===== config.mk =====
export PLATFORM = sky130hd
export DESIGN_NAME = log_record_frame_checker_top_flat
export DESIGN_NICKNAME = d
export VERILOG_FILES = /design/src/design/lfc_pkg.sv /design/src/design/lfc_if.sv /design/src/design/lfc_cfg_regs.sv /design/src/design/lfc_in_stage.sv /design/src/design/lfc_scan.sv /design/src/design/log_record_frame_checker_top.sv /design/src/flat_wrapper.sv
export SDC_FILE = /design/constraint.sdc
export NUM_CORES = 1
export LEC_CHECK = 0
export ABC_CLOCK_PERIOD_IN_PS = 10020
export BUFFER_PORTS_ARGS = -buffer_cell sky130_fd_sc_hd__buf_2
export CAP_MARGIN = 10
export CELL_PAD_IN_SITES_DETAIL_PLACEMENT = 0
export CELL_PAD_IN_SITES_GLOBAL_PLACEMENT = 1
export CORE_UTILIZATION = 47
export DETAILED_ROUTE_END_ITERATION = 6
export PLACE_DENSITY_LB_ADDON = 0.1
export SLEW_MARGIN = 20
export SYNTH_ARGS = -nofsm -noshare
export SYNTH_HDL_FRONTEND = slang
export SYNTH_HIERARCHICAL = 1
export SYNTH_SLANG_ARGS = --single-unit

===== constraint.sdc =====
create_clock -name i_clk -period 10.02 [get_ports i_clk]
set_input_delay 0.501 -clock i_clk [delete_from_list [all_inputs] [get_ports i_clk]]
set_output_delay 0.501 -clock i_clk [all_outputs]
set_load 0.01 [all_outputs]

===== src/design/lfc_pkg.sv =====
// ----------------------------------------------------------------------------
// lfc_pkg
// Shared types, constants and the CRC-32 byte step for the log record
// frame checker.
// ----------------------------------------------------------------------------
package lfc_pkg;

    localparam int unsigned LEN_W       = 27;
    localparam int unsigned WORD_W      = 32;
    localparam int unsigned INTACT_W    = 40;
    localparam int unsigned CFG_IDX_W   = 1;
    localparam int unsigned OFFSET_BITS_DEF = 40;

    localparam logic [31:0]      CRC_POLY     = 32'hEDB8_8320;
    localparam logic [31:0]      CRC_ONES     = 32'hFFFF_FFFF;
    localparam logic [LEN_W-1:0] LIMIT_RESET  = LEN_W'(64 << 20);
    localparam int unsigned      HEADER_BYTES = 8;
    localparam int unsigned      MARK_BYTES   = 4;

    // input opcodes
    localparam logic OP_BYTE = 1'b0;
    localparam logic OP_END  = 1'b1;

    // result kinds
    localparam logic EV_RECORD = 1'b0;
    localparam logic EV_STOP   = 1'b1;

    // stop causes
    localparam logic [2:0] CAUSE_NONE   = 3'd0;
    localparam logic [2:0] CAUSE_CLEAN  = 3'd1;
    localparam logic [2:0] CAUSE_TRUNC  = 3'd2;
    localparam logic [2:0] CAUSE_LENGTH = 3'd3;
    localparam logic [2:0] CAUSE_MARK   = 3'd4;
    localparam logic [2:0] CAUSE_CRC    = 3'd5;

    // configuration register indexes
    localparam logic [CFG_IDX_W-1:0] CFG_MAX_RECORD_LEN = 1'b0;
    localparam logic [CFG_IDX_W-1:0] CFG_END_MARK       = 1'b1;

    typedef enum logic [3:0] {
        PH_LEN     = 4'b0001,
        PH_CRC     = 4'b0010,
        PH_PAYLOAD = 4'b0100,
        PH_MARK    = 4'b1000
    } t_phase;

    typedef struct packed {
        logic       opcode;
        logic [7:0] log_byte;
    } t_item;

    typedef struct packed {
        logic                event_res;
        logic [2:0]          stop_cause;
        logic [LEN_W-1:0]    record_len;
        logic [WORD_W-1:0]   record_count;
        logic [INTACT_W-1:0] intact_end;
    } t_result;

    typedef struct packed {
        logic [LEN_W-1:0]  max_record_len;
        logic [WORD_W-1:0] end_mark;
    } t_cfg;

    // one byte through the reflected CRC-32, bit at a time
    function automatic logic [31:0] crc_byte(input logic [31:0] c_in, input logic [7:0] b);
        logic [31:0] c;
        c = c_in ^ {24'd0, b};
        for (int k = 0; k < 8; k++) begin
            c = c[0] ? (CRC_POLY ^ (c >> 1)) : (c >> 1);
        end
        return c;
    endfunction

endpackage


===== src/design/lfc_if.sv =====
// ----------------------------------------------------------------------------
// lfc_if
// Valid/ready channels of the frame checker: log bytes in, results out,
// and the configuration write channel.
// ----------------------------------------------------------------------------
interface lfc_item_if import lfc_pkg::*; ();
    logic       valid;
    logic       ready;
    logic       opcode;
    logic [7:0] log_byte;

    modport source (output valid, output opcode, output log_byte, input ready);
    modport sink   (input valid, input opcode, input log_byte, output ready);
endinterface

interface lfc_res_if import lfc_pkg::*; ();
    logic                valid;
    logic                ready;
    logic                event_res;
    logic [2:0]          stop_cause;
    logic [LEN_W-1:0]    record_len;
    logic [WORD_W-1:0]   record_count;
    logic [INTACT_W-1:0] intact_end;

    modport source (output valid, output event_res, output stop_cause, output record_len,
                    output record_count, output intact_end, input ready);
    modport sink   (input valid, input event_res, input stop_cause, input record_len,
                    input record_count, input intact_end, output ready);
endinterface

interface lfc_cfg_if import lfc_pkg::*; ();
    logic                 valid;
    logic                 ready;
    logic [CFG_IDX_W-1:0] index;
    logic [WORD_W-1:0]    data;

    modport source (output valid, output index, output data, input ready);
    modport sink   (input valid, input index, input data, output ready);
endinterface


===== src/design/lfc_cfg_regs.sv =====
// ----------------------------------------------------------------------------
// lfc_cfg_regs
// Configuration registers: record length limit and expected end mark.
// ----------------------------------------------------------------------------
module lfc_cfg_regs import lfc_pkg::*; (
    input  logic      i_clk,
    input  logic      i_rst_n,
    lfc_cfg_if.sink   i_cfg,
    output t_cfg      o_cfg
);

    logic [LEN_W-1:0]  r_max_len;
    logic [WORD_W-1:0] r_end_mark;

    assign i_cfg.ready = 1'b1;

    always_ff @(posedge i_clk) begin
        if (!i_rst_n) begin
            r_max_len  <= LIMIT_RESET;
            r_end_mark <= '0;
        end else if (i_cfg.valid) begin
            unique case (i_cfg.index)
                CFG_MAX_RECORD_LEN: r_max_len  <= i_cfg.data[LEN_W-1:0];
                CFG_END_MARK:       r_end_mark <= i_cfg.data;
                default: ;
            endcase
        end
    end

    assign o_cfg.max_record_len = r_max_len;
    assign o_cfg.end_mark       = r_end_mark;

endmodule


===== src/design/lfc_in_stage.sv =====
// ----------------------------------------------------------------------------
// lfc_in_stage
// Input register for log beats; refills whenever the scan stage takes the
// held beat.
// ----------------------------------------------------------------------------
module lfc_in_stage import lfc_pkg::*; (
    input  logic     i_clk,
    input  logic     i_rst_n,
    lfc_item_if.sink i_log,
    input  logic     i_take,
    output logic     o_valid,
    output t_item    o_item
);

    logic  r_valid;
    t_item r_item;

    assign i_log.ready = !r_valid || i_take;

    always_ff @(posedge i_clk) begin
        if (!i_rst_n) begin
            r_valid <= 1'b0;
        end else if (i_log.ready) begin
            r_valid <= i_log.valid;
        end
    end

    always_ff @(posedge i_clk) begin
        if (i_log.ready) begin
            r_item.opcode   <= i_log.opcode;
            r_item.log_byte <= i_log.log_byte;
        end
    end

    assign o_valid = r_valid;
    assign o_item  = r_item;

endmodule


===== src/design/lfc_scan.sv =====
// ----------------------------------------------------------------------------
// lfc_scan
// Framing state machine, running CRC and result register. One beat is
// consumed per cycle whenever the result register can take a new entry.
// ----------------------------------------------------------------------------
module lfc_scan import lfc_pkg::*; #(
    parameter int unsigned OFFSET_BITS = OFFSET_BITS_DEF
) (
    input  logic       i_clk,
    input  logic       i_rst_n,
    input  logic       i_valid,
    input  t_item      i_item,
    output logic       o_take,
    input  t_cfg       i_cfg,
    lfc_res_if.source  o_res
);

    t_phase                 r_phase,   n_phase;
    logic [LEN_W-1:0]       r_count,   n_count;
    logic [WORD_W-1:0]      r_len,     n_len;
    logic [WORD_W-1:0]      r_crc_ref, n_crc_ref;
    logic [WORD_W-1:0]      r_crc,     n_crc;
    logic [WORD_W-1:0]      r_mark,    n_mark;
    logic [OFFSET_BITS-1:0] r_offset,  n_offset;
    logic [WORD_W-1:0]      r_records, n_records;
    logic                   r_stopped, n_stopped;

    logic    r_out_valid;
    t_result r_out;

    logic             out_free;
    logic             step;
    logic             fire;
    logic             ev;
    logic [2:0]       cause;
    logic [LEN_W-1:0] rec_len;
    logic [31:0]      lane;
    logic [LEN_W-1:0] count_inc;

    assign out_free = !r_out_valid || o_res.ready;
    assign o_take   = out_free;
    assign step     = i_valid && out_free;

    // byte placed in its little-endian lane
    assign lane      = 32'(i_item.log_byte) << {r_count[1:0], 3'b000};
    assign count_inc = r_count + 1'b1;

    always_comb begin
        n_phase   = r_phase;
        n_count   = r_count;
        n_len     = r_len;
        n_crc_ref = r_crc_ref;
        n_crc     = r_crc;
        n_mark    = r_mark;
        n_offset  = r_offset;
        n_records = r_records;
        n_stopped = r_stopped;
        fire      = 1'b0;
        ev        = EV_STOP;
        cause     = CAUSE_NONE;
        rec_len   = '0;

        if (step) begin
            if (i_item.opcode == OP_END) begin
                if (!r_stopped) begin
                    fire  = 1'b1;
                    cause = (r_phase == PH_LEN && r_count == '0) ? CAUSE_CLEAN : CAUSE_TRUNC;
                end
                n_phase   = PH_LEN;
                n_count   = '0;
                n_len     = '0;
                n_crc_ref = '0;
                n_crc     = CRC_ONES;
                n_mark    = '0;
                n_offset  = '0;
                n_records = '0;
                n_stopped = 1'b0;
            end else if (!r_stopped) begin
                unique case (r_phase)
                    PH_LEN: begin
                        n_len   = r_len | lane;
                        n_count = count_inc;
                        if (r_count[1:0] == 2'd3) begin
                            n_phase = PH_CRC;
                            n_count = '0;
                        end
                    end
                    PH_CRC: begin
                        n_crc_ref = r_crc_ref | lane;
                        n_count   = count_inc;
                        if (r_count[1:0] == 2'd3) begin
                            n_count = '0;
                            if (r_len == '0 || r_len > WORD_W'(i_cfg.max_record_len)) begin
                                n_stopped = 1'b1;
                                fire      = 1'b1;
                                cause     = CAUSE_LENGTH;
                            end else begin
                                n_phase = PH_PAYLOAD;
                                n_crc   = CRC_ONES;
                            end
                        end
                    end
                    PH_PAYLOAD: begin
                        n_crc   = crc_byte(r_crc, i_item.log_byte);
                        n_count = count_inc;
                        if (WORD_W'(count_inc) == r_len) begin
                            n_phase = PH_MARK;
                            n_count = '0;
                        end
                    end
                    PH_MARK: begin
                        n_mark  = r_mark | lane;
                        n_count = count_inc;
                        if (r_count[1:0] == 2'd3) begin
                            fire = 1'b1;
                            if (n_mark != i_cfg.end_mark) begin
                                n_stopped = 1'b1;
                                cause     = CAUSE_MARK;
                            end else if ((r_crc ^ CRC_ONES) != r_crc_ref) begin
                                n_stopped = 1'b1;
                                cause     = CAUSE_CRC;
                            end else begin
                                ev        = EV_RECORD;
                                rec_len   = r_len[LEN_W-1:0];
                                n_records = r_records + 1'b1;
                                n_offset  = r_offset + OFFSET_BITS'(r_len[LEN_W-1:0])
                                          + OFFSET_BITS'(HEADER_BYTES + MARK_BYTES);
                                n_phase   = PH_LEN;
                                n_count   = '0;
                                n_len     = '0;
                                n_crc_ref = '0;
                                n_crc     = CRC_ONES;
                                n_mark    = '0;
                            end
                        end
                    end
                    default: ;
                endcase
            end
        end
    end

    always_ff @(posedge i_clk) begin
        if (!i_rst_n) begin
            r_phase   <= PH_LEN;
            r_count   <= '0;
            r_len     <= '0;
            r_crc_ref <= '0;
            r_crc     <= CRC_ONES;
            r_mark    <= '0;
            r_offset  <= '0;
            r_records <= '0;
            r_stopped <= 1'b0;
        end else begin
            r_phase   <= n_phase;
            r_count   <= n_count;
            r_len     <= n_len;
            r_crc_ref <= n_crc_ref;
            r_crc     <= n_crc;
            r_mark    <= n_mark;
            r_offset  <= n_offset;
            r_records <= n_records;
            r_stopped <= n_stopped;
        end
    end

    // result register; a stop reports the counters as they stood
    always_ff @(posedge i_clk) begin
        if (!i_rst_n) begin
            r_out_valid <= 1'b0;
        end else if (out_free) begin
            r_out_valid <= fire;
        end
    end

    always_ff @(posedge i_clk) begin
        if (fire) begin
            r_out.event_res    <= ev;
            r_out.stop_cause   <= cause;
            r_out.record_len   <= rec_len;
            r_out.record_count <= (ev == EV_RECORD) ? n_records : r_records;
            r_out.intact_end   <= INTACT_W'((ev == EV_RECORD) ? n_offset : r_offset);
        end
    end

    assign o_res.valid        = r_out_valid;
    assign o_res.event_res    = r_out.event_res;
    assign o_res.stop_cause   = r_out.stop_cause;
    assign o_res.record_len   = r_out.record_len;
    assign o_res.record_count = r_out.record_count;
    assign o_res.intact_end   = r_out.intact_end;

endmodule


===== src/design/log_record_frame_checker_top.sv =====
// Log record frame checker. Scans a log one byte per beat and checks each
// record (length, CRC-32, payload, end mark). Bytes are taken at one per
// cycle while the result channel does not stall; a beat's result, if any, is
// presented on the result channel from the result register: the input register
// loads at the accepting edge and the framing step loads the result register
// when the scan stage takes the beat. Back-pressure on the result channel stalls
// input only while a result is held and not taken. Configuration writes take
// effect at the next edge and should be issued only while no beat is in flight.
// ----------------------------------------------------------------------------
// log_record_frame_checker_top
// Top level: configuration registers, input register and scan stage.
// ----------------------------------------------------------------------------
module log_record_frame_checker_top import lfc_pkg::*; #(
    parameter int unsigned OFFSET_BITS = OFFSET_BITS_DEF
) (
    input  logic      i_clk,
    input  logic      i_rst_n,
    lfc_cfg_if.sink   i_cfg,
    lfc_item_if.sink  i_log,
    lfc_res_if.source o_res
);

    t_cfg  cfg;
    logic  in_valid;
    t_item in_item;
    logic  take;

    lfc_cfg_regs u_cfg_regs (
        .i_clk   (i_clk),
        .i_rst_n (i_rst_n),
        .i_cfg   (i_cfg),
        .o_cfg   (cfg)
    );

    lfc_in_stage u_in_stage (
        .i_clk   (i_clk),
        .i_rst_n (i_rst_n),
        .i_log   (i_log),
        .i_take  (take),
        .o_valid (in_valid),
        .o_item  (in_item)
    );

    lfc_scan #(
        .OFFSET_BITS (OFFSET_BITS)
    ) u_scan (
        .i_clk   (i_clk),
        .i_rst_n (i_rst_n),
        .i_valid (in_valid),
        .i_item  (in_item),
        .o_take  (take),
        .i_cfg   (cfg),
        .o_res   (o_res)
    );

endmodule


===== src/flat_wrapper.sv =====
// flat-port wrapper written by rule: the top's interface ports become plain ports
module log_record_frame_checker_top_flat import lfc_pkg::*;
#(
    parameter int unsigned OFFSET_BITS = OFFSET_BITS_DEF
)
  (i_clk, i_rst_n, i_cfg_valid, i_cfg_index, i_cfg_data, i_cfg_ready, i_log_valid, i_log_opcode, i_log_log_byte, i_log_ready, o_res_valid, o_res_event_res, o_res_stop_cause, o_res_record_len, o_res_record_count, o_res_intact_end, o_res_ready);
  lfc_cfg_if i_cfg_i ();
  lfc_item_if i_log_i ();
  lfc_res_if o_res_i ();
  input  logic i_clk;
  input  logic i_rst_n;
  input wire logic [$bits(i_cfg_i.valid)-1:0] i_cfg_valid;
  input wire logic [$bits(i_cfg_i.index)-1:0] i_cfg_index;
  input wire logic [$bits(i_cfg_i.data)-1:0] i_cfg_data;
  output wire logic [$bits(i_cfg_i.ready)-1:0] i_cfg_ready;
  input wire logic [$bits(i_log_i.valid)-1:0] i_log_valid;
  input wire logic [$bits(i_log_i.opcode)-1:0] i_log_opcode;
  input wire logic [$bits(i_log_i.log_byte)-1:0] i_log_log_byte;
  output wire logic [$bits(i_log_i.ready)-1:0] i_log_ready;
  output wire logic [$bits(o_res_i.valid)-1:0] o_res_valid;
  output wire logic [$bits(o_res_i.event_res)-1:0] o_res_event_res;
  output wire logic [$bits(o_res_i.stop_cause)-1:0] o_res_stop_cause;
  output wire logic [$bits(o_res_i.record_len)-1:0] o_res_record_len;
  output wire logic [$bits(o_res_i.record_count)-1:0] o_res_record_count;
  output wire logic [$bits(o_res_i.intact_end)-1:0] o_res_intact_end;
  input wire logic [$bits(o_res_i.ready)-1:0] o_res_ready;
  assign i_cfg_i.valid = i_cfg_valid;
  assign i_cfg_i.index = i_cfg_index;
  assign i_cfg_i.data = i_cfg_data;
  assign i_cfg_ready = i_cfg_i.ready;
  assign i_log_i.valid = i_log_valid;
  assign i_log_i.opcode = i_log_opcode;
  assign i_log_i.log_byte = i_log_log_byte;
  assign i_log_ready = i_log_i.ready;
  assign o_res_valid = o_res_i.valid;
  assign o_res_event_res = o_res_i.event_res;
  assign o_res_stop_cause = o_res_i.stop_cause;
  assign o_res_record_len = o_res_i.record_len;
  assign o_res_record_count = o_res_i.record_count;
  assign o_res_intact_end = o_res_i.intact_end;
  assign o_res_i.ready = o_res_ready;
  log_record_frame_checker_top #(.OFFSET_BITS(OFFSET_BITS)) u_core (.i_clk(i_clk), .i_rst_n(i_rst_n), .i_cfg(i_cfg_i), .i_log(i_log_i), .o_res(o_res_i));
endmodule

# Word level (Yosys, flattened, before mapping)
# Cells that the tools add are included.
[totals]
inputBits = 47
output_inout_bits = 106
word_cells = 178
register_bits = 405
[classes]
magnitude_cmp = 1
mux = 94
reduce_logical = 25
n_shift = 1
n_bitwise = 17
add_sub_neg = 4
n_eq_ne = 16
[ops]
columns = ["operator", "count"]
rows = [
  ["$mux 32", 36],
  ["$mux 40", 8],
  ["$mux 27", 7],
  ["$pmux 32 s2", 2],
  ["$not 13->14", 8],
  ["$or 32x32->32", 3],
  ["$pmux 32 s3", 1],
  ["$pmux 27 s3", 1],
  ["$ne 32x32->1", 2],
  ["$add 40x27->40", 1],
  ["$add 40x4->40 const B", 1],
  ["$mux 4", 9],
  ["$add 32x1->32 const B", 1],
  ["$eq 27x32->1", 1],
  ["$gt 32x27->1", 1],
  ["$logic_not 32->1", 1],
  ["$not 32->32", 1],
  ["$shl 8x5->32", 1],
  ["$xor 32x8->32", 1],
  ["$add 27x1->27 const B", 1],
  ["$logic_not 27->1", 1],
  ["$ne 3x2->1 const B", 6],
  ["$mux 1", 17],
  ["$pmux 4 s4", 1],
  ["26 further kinds", 46],
]

# Longest topological paths before layout
[logic_depth]
ltp_word = 20
ltp_mapped = 15
mapped_depth_nobuf = 13

# Hierarchy
# Netlist, hierarchy kept.
[by_module_without_submodules]
columns = ["mod", "cells_per_inst", "instances", "seq_area_each_um2", "area_per_inst_um2"]
rows = [
  ["lfc_scan", 2160, 1, 7757.4, 18900.6],
  ["lfc_cfg_regs", 233, 1, 1181.1, 2274.7],
  ["lfc_in_stage", 13, 1, 290.3, 319.1],
]

# Worst setup path after synthesis
# OpenSTA, ideal clock, no wires.
[synth_timing]
path_kind = "register to register"
from = "register u_core.u_scan.r_len[27]"
to = "register, netlist name u_core/u_scan/o_res.event_res"
setup_ns = 0.601
t_arrival_ns = 6.864
synth_period_minus_slack_ns = 7.464
setup_slack_ns = 2.556
path_buffers = 0
stages_incl_launch_ff = 9
required_ns = 9.419
cell_sequence = "dfxtp_1 or4_1 nor2_1 nand4_1 nor4_1 a211oi_1 a211oi_1 nor2_1 a21oi_1"
[synth_between]
elab_chain_len = 8
word_cells_on_any_way = 9
classes_between = "order compare (1); mux (6); reduce/logical (2)"
[synth_rtl]
columns = ["item", "line_no", "source"]
rows = [
  ["start, declared", "lfc_scan.sv:20", "logic [WORD_W-1:0] r_len, n_len;"],
  ["start signal, assigned", "lfc_scan.sv:157", "r_len <= n_len;"],
  ["$gt 32x27->1 or $logic_not 32->1 (tied branches)", "lfc_scan.sv:93", "if (r_len == '0 || r_len > WORD_W'(i_cfg.max_record_len)) begin"],
  ["$logic_or 1x1->1 *", "lfc_scan.sv:93", ""],
  ["$mux 1 *", "lfc_scan.sv:93", ""],
  ["$mux 1 *", "lfc_scan.sv:91", "if (r_count[1:0] == 2'd3) begin"],
  ["$pmux 1 s2 *", "lfc_scan.sv:79", "unique case (r_phase)"],
  ["$mux 1 *", "lfc_scan.sv:78", "end else if (!r_stopped) begin"],
  ["$mux 1 *", "lfc_scan.sv:64", "if (i_item.opcode == OP_END) begin"],
  ["$mux 1 *", "lfc_scan.sv:63", "if (step) begin"],
  ["via u_core.u_scan.fire", "lfc_scan.sv:33", "logic fire;"],
]
# Mark *: on every way through the listed nets, which the timed path passes. The rest lies on a longest branch.
# A chain may end at the register's enable or synchronous reset.

# Worst setup path after layout
[layout_timing]
from = "register u_core.u_scan.r_count[1]"
to = "register u_core.u_scan.r_len[28]"
[layout_between]
elab_chain_len = 5
word_cells_on_any_way = 11
classes_between = "eq/ne (4); shift (1); mux (3); bitwise (2); reduce/logical (1)"
[layout_rtl]
columns = ["item", "line_no", "source"]
rows = [
  ["start, declared", "lfc_scan.sv:19", "logic [LEN_W-1:0] r_count, n_count;"],
  ["start signal, assigned", "lfc_scan.sv:156", "r_count <= n_count;"],
  ["$shl 8x5->32", "lfc_scan.sv:45", "assign lane = 32'(i_item.log_byte) << {r_count[1:0], 3'b000};"],
  ["$or 32x32->32, on equally long branches", "lfc_scan.sv:112, lfc_scan.sv:81", ""],
  ["$ne 32x32->1 or $pmux 32 s2 (tied branches)", "lfc_scan.sv:116, lfc_scan.sv:79", ""],
  ["$ne 3x2->1 (no line) or $mux 32 (tied branches)", "-", ""],
  ["$reduce_and 6->1 (no line) or $mux 32 (tied branches)", "-", ""],
]
# Parallel ways exist; a longest one is shown, timed or not. The select of a mux whose other input is x is not followed.

==> run_results.csv <==
group,metric,value,unit
grt,use_met2,46.4,%
sta,fin_crit_sh,55.3,%
logic_synthesis,avgSynthCellArea,8.93,sq um
routing,drc,0,
grt,grt-ovfl-total,0,
setup_path,crit_end,"u_core/u_scan/r_len[28]",
sta,setup_ws,4.48,ns
cts,postCtsHoldBufs,0,
setup_path,cp_slowest_cell,"nor3_1",
sta,rsz0062_at_grt,"no",
setup_path,crit_start,"u_core/u_scan/r_count[1]",
cells_and_area,fillCellCount,4183,
sta,skew,0.0209,ns
cells_and_area,num_antenna_cells,0,
floorplan,io-pin-count,153,
sta,fmax,0.181,GHz
setup_path,worstSetupStartpointType,"register",
sta,fin_crit,5.54,ns
routing,drtIter0Drc,1334,
setup_path,crit_arrival,5.97,ns
setup_path,cp.required,10.45,ns
floorplan,dieHeight,216,um
hold_path,hp-class,"in -> reg",
grt,use_met1,37.1,%
cts,cts_tree,"done",
setup_path,r2r-end,"u_core/u_scan/r_len[28]",
sta,setup_tns,0,ns
logic_synthesis,syn_area,21500,sq um
place,io_buffers,151,
sta,slew-limit-headroom,27.1,%
logic_synthesis,seq_area_frac_synth,42.9,%
sta,worst_pin_slew,1.09,ns
setup_path,r2r_cells,10,
cts,cts_root_buf,"clkbuf_16",
floorplan,dieArea,46600,sq um
sta,hold_viol,0,
flow_run,cap_violations,0,
grt,grt_max_degree,102,
routing,wl_per_cell,21.2,um
power,ir_drop,0.127,mV
cts,numCtsBuffers,46,
grt,first_global_vias,17000,
setup_path,regToRegStartpoint,"u_core/u_scan/r_count[1]",
grt,grt_pass1_wl,102000,um
grt,track_usage,28.2,%
logic_synthesis,netlist-cell-type-count,80,
logic_synthesis,ys.warnings.count,6,
cts,htreeDepth,2,
setup_path,crit_buf_inv,1,
setup_path,reg2reg_slack,4.48,ns
logic_synthesis,synth-edff-count,112,
cells_and_area,drive_gt1_share,11.9,%
place,post-dp-hpwl,47500,um
logic_synthesis,ys_async_sr_fraction,0,%
hold_path,min_from,"i_log_log_byte[6]",
floorplan,die_w,216,um
setup_path,critical_path_class,"reg -> reg",
place,place.gp.congestion,0.928,
cts,clkSinkCount,405,
power,p_per_area,152,nW/um^2
setup_path,crit_path_cell_trace,"buf_4 > nor2b_2 > a221oi_1 > a2111oi_0 > nand4_1 > nor3_1 > nand3_1 > a21o_1 > nand2_4 > nor2_1",
setup_path,cp-end-kind,"register",
cells_and_area,most-common-layout-cells,"293 x dfxtp_1, 252 x nor2_1, 229 x nand2_1",
cts,clock_latency,0.60,ns
routing,final_antenna_net_count,0,
logic_synthesis,netlist_instances,2406,
run_status,status,"completed",
grt,grt_antenna_before_repair,2,
sta,slew_violations,0,
cts,clk_pin_slew,0.06,ns
floorplan,std_cell_rows,77,
cells_and_area,final_common_cell,"dfxtp_1",
cells_and_area,area_growth,12.7,%
routing,drt_first_pass_iters,7,
cts,cts.repair.resized,0,
logic_synthesis,ys.flop_type,"dfxtp_1",
cts,post_cts_buffers,0,
setup_path,cpPeakStageDelay,0.73,ns
routing,postRouteWirelength,66500,um
cells_and_area,utilization,54.2,%
sta,setup_violations,0,
grt,globalRouteMet3Util,3.65,%
grt,grt-busiest-layer,"met2",
logic_synthesis,syn_nets,2539,
routing,avgViaCountPerCell,5.83,
routing,vias,18200,
place,dp_slack,4.53,ns
power,p_leak,9.42,nW
setup_path,path_depth,10,
setup_path,critPathMaxFanout,98,
floorplan,start_util,48.1,%
logic_synthesis,synth-seq-cells,405,
cts,clockBufferDepth,3,
cells_and_area,fin_nets,2632,
setup_path,crit_family,"simple AND/OR/NAND/NOR gates",
floorplan,coreArea,44700,sq um
where the power goes:
| group | internal [mW] | switching [mW] |
|---|---|---|
| sequential | 1.71 | 0.0332 |
| clock | 0.920 | 0.703 |
| combinational | 0.108 | 0.195 |
cell usage after synthesis (9+ instances only):
master | number | share of area, %
dfxtp_1 | 293 | 27
nor2_1 | 254 | 4.4
nand2_1 | 230 | 4.0
xnor2_1 | 144 | 5.9
o21ai_0 | 136 | 3.2
a21oi_1 | 120 | 2.8
clkbuf_1 | 115 | 2.0
edfxtp_1 | 112 | 16
xor2_1 | 95 | 3.9
ha_1 | 85 | 4.9
inv_1 | 67 | 1.2
mux2i_1 | 64 | 3.0
nand4_1 | 62 | 1.8
and2_1 | 60 | 1.7
nand3_1 | 58 | 1.4
a31oi_1 | 57 | 1.7
and3_1 | 55 | 1.6
nor3_1 | 48 | 1.1
nor4_1 | 26 | 0.76
or3_1 | 25 | 0.73
a21o_1 | 23 | 0.80
a211oi_1 | 15 | 0.52
a221oi_1 | 15 | 0.61
nand3b_1 | 15 | 0.52
buf_2 | 13 | 0.30
o211ai_1 | 13 | 0.45
nand2b_1 | 12 | 0.35
nor3b_1 | 12 | 0.42
or4_1 | 12 | 0.42
a2111oi_0 | 10 | 0.41
buf_1 | 10 | 0.17
o21a_1 | 10 | 0.35
and4_1 | 9 | 0.37
o22ai_1 | 9 | 0.26
sequential cells by signal, indices dropped and copies added (netlist names), 3 cells and up:
signal                            flops
u_core/u_scan/r_mark                 32
u_core/u_cfg_regs/r_max_len          27
u_core/u_scan/o_res.stop_cause        3
u_core/u_scan/r_crc                  32
u_core/u_scan/o_res.record_len       27
u_core/u_in_stage/o_item              9
u_core/u_scan/r_count                27
u_core/u_scan/o_res.record_count     32
u_core/u_scan/r_phase                 4
u_core/u_scan/r_len                  32
u_core/u_scan/r_records              32
u_core/u_scan/r_crc_ref              32
u_core/u_scan/o_res.intact_end       40
u_core/u_scan/r_offset               40
u_core/u_cfg_regs/r_end_mark         32
layer usage:
metal	vias to the layer above	part of all wire, %
met5	-	0.017
met4	2	3.7
met3	129	5.4
met2	570	47
met1	8778	44
li1	8750	-
logic make-up (layout without fill, tap and decap cells):
kind of cell / Yosys count / count (layout) / synth area share [%]
AND/OR/NAND/NOR: 917 / 917 / 21.2
AO/OA/AOI/OAI: 475 / 475 / 13.7
flip-flops: 405 / 405 / 42.9
XOR/XNOR: 240 / 240 / 9.85
buffers and inverters: 217 / 348 / 4.21
adder cells (fa/ha/maj): 86 / 86 / 5.04
multiplexers: 65 / 65 / 3.03
other: 1 / 1 / 0.0174
layout make-up:
cell class | instances | area, sq um | share of cell area, %
Timing Repair Buffer | 195 | 1090 | 4.50
Inverter | 67 | 251 | 1.04
Multi-Input combinational cell | 1784 | 11400 | 47.3
Clock buffer | 62 | 1260 | 5.21
Sequential cell | 405 | 9230 | 38.1
Clock inverter | 24 | 195 | 0.806
Tap cell | 592 | 741 | 3.06
stage by stage:
stage	total power, mW	instance area [sq um]	hold slack, ns	std cells
floorplan	1.97	21500	0.428	2406
global placement	2.07	22700	0.439	3043
detailed placement	2.08	22700	0.445	3043
CTS	3.70	24200	0.0462	3129
global route	3.79	24200	0.0563	3129
finish	3.67	24200	0.0789	3129
how the worst min path moves through the flow:
stage	to	depth (start not counted)
after global routing	u_core/u_in_stage/o_item[6]	1
final	u_core/u_in_stage/o_item[6]	1
after floorplan	u_core/u_scan/r_len[30]	2
after global placement	u_core/u_scan/r_len[30]	2
after CTS	u_core/u_in_stage/o_item[6]	1
after detailed placement	u_core/u_scan/r_len[30]	2
Power figures use the tool's default switching activity.
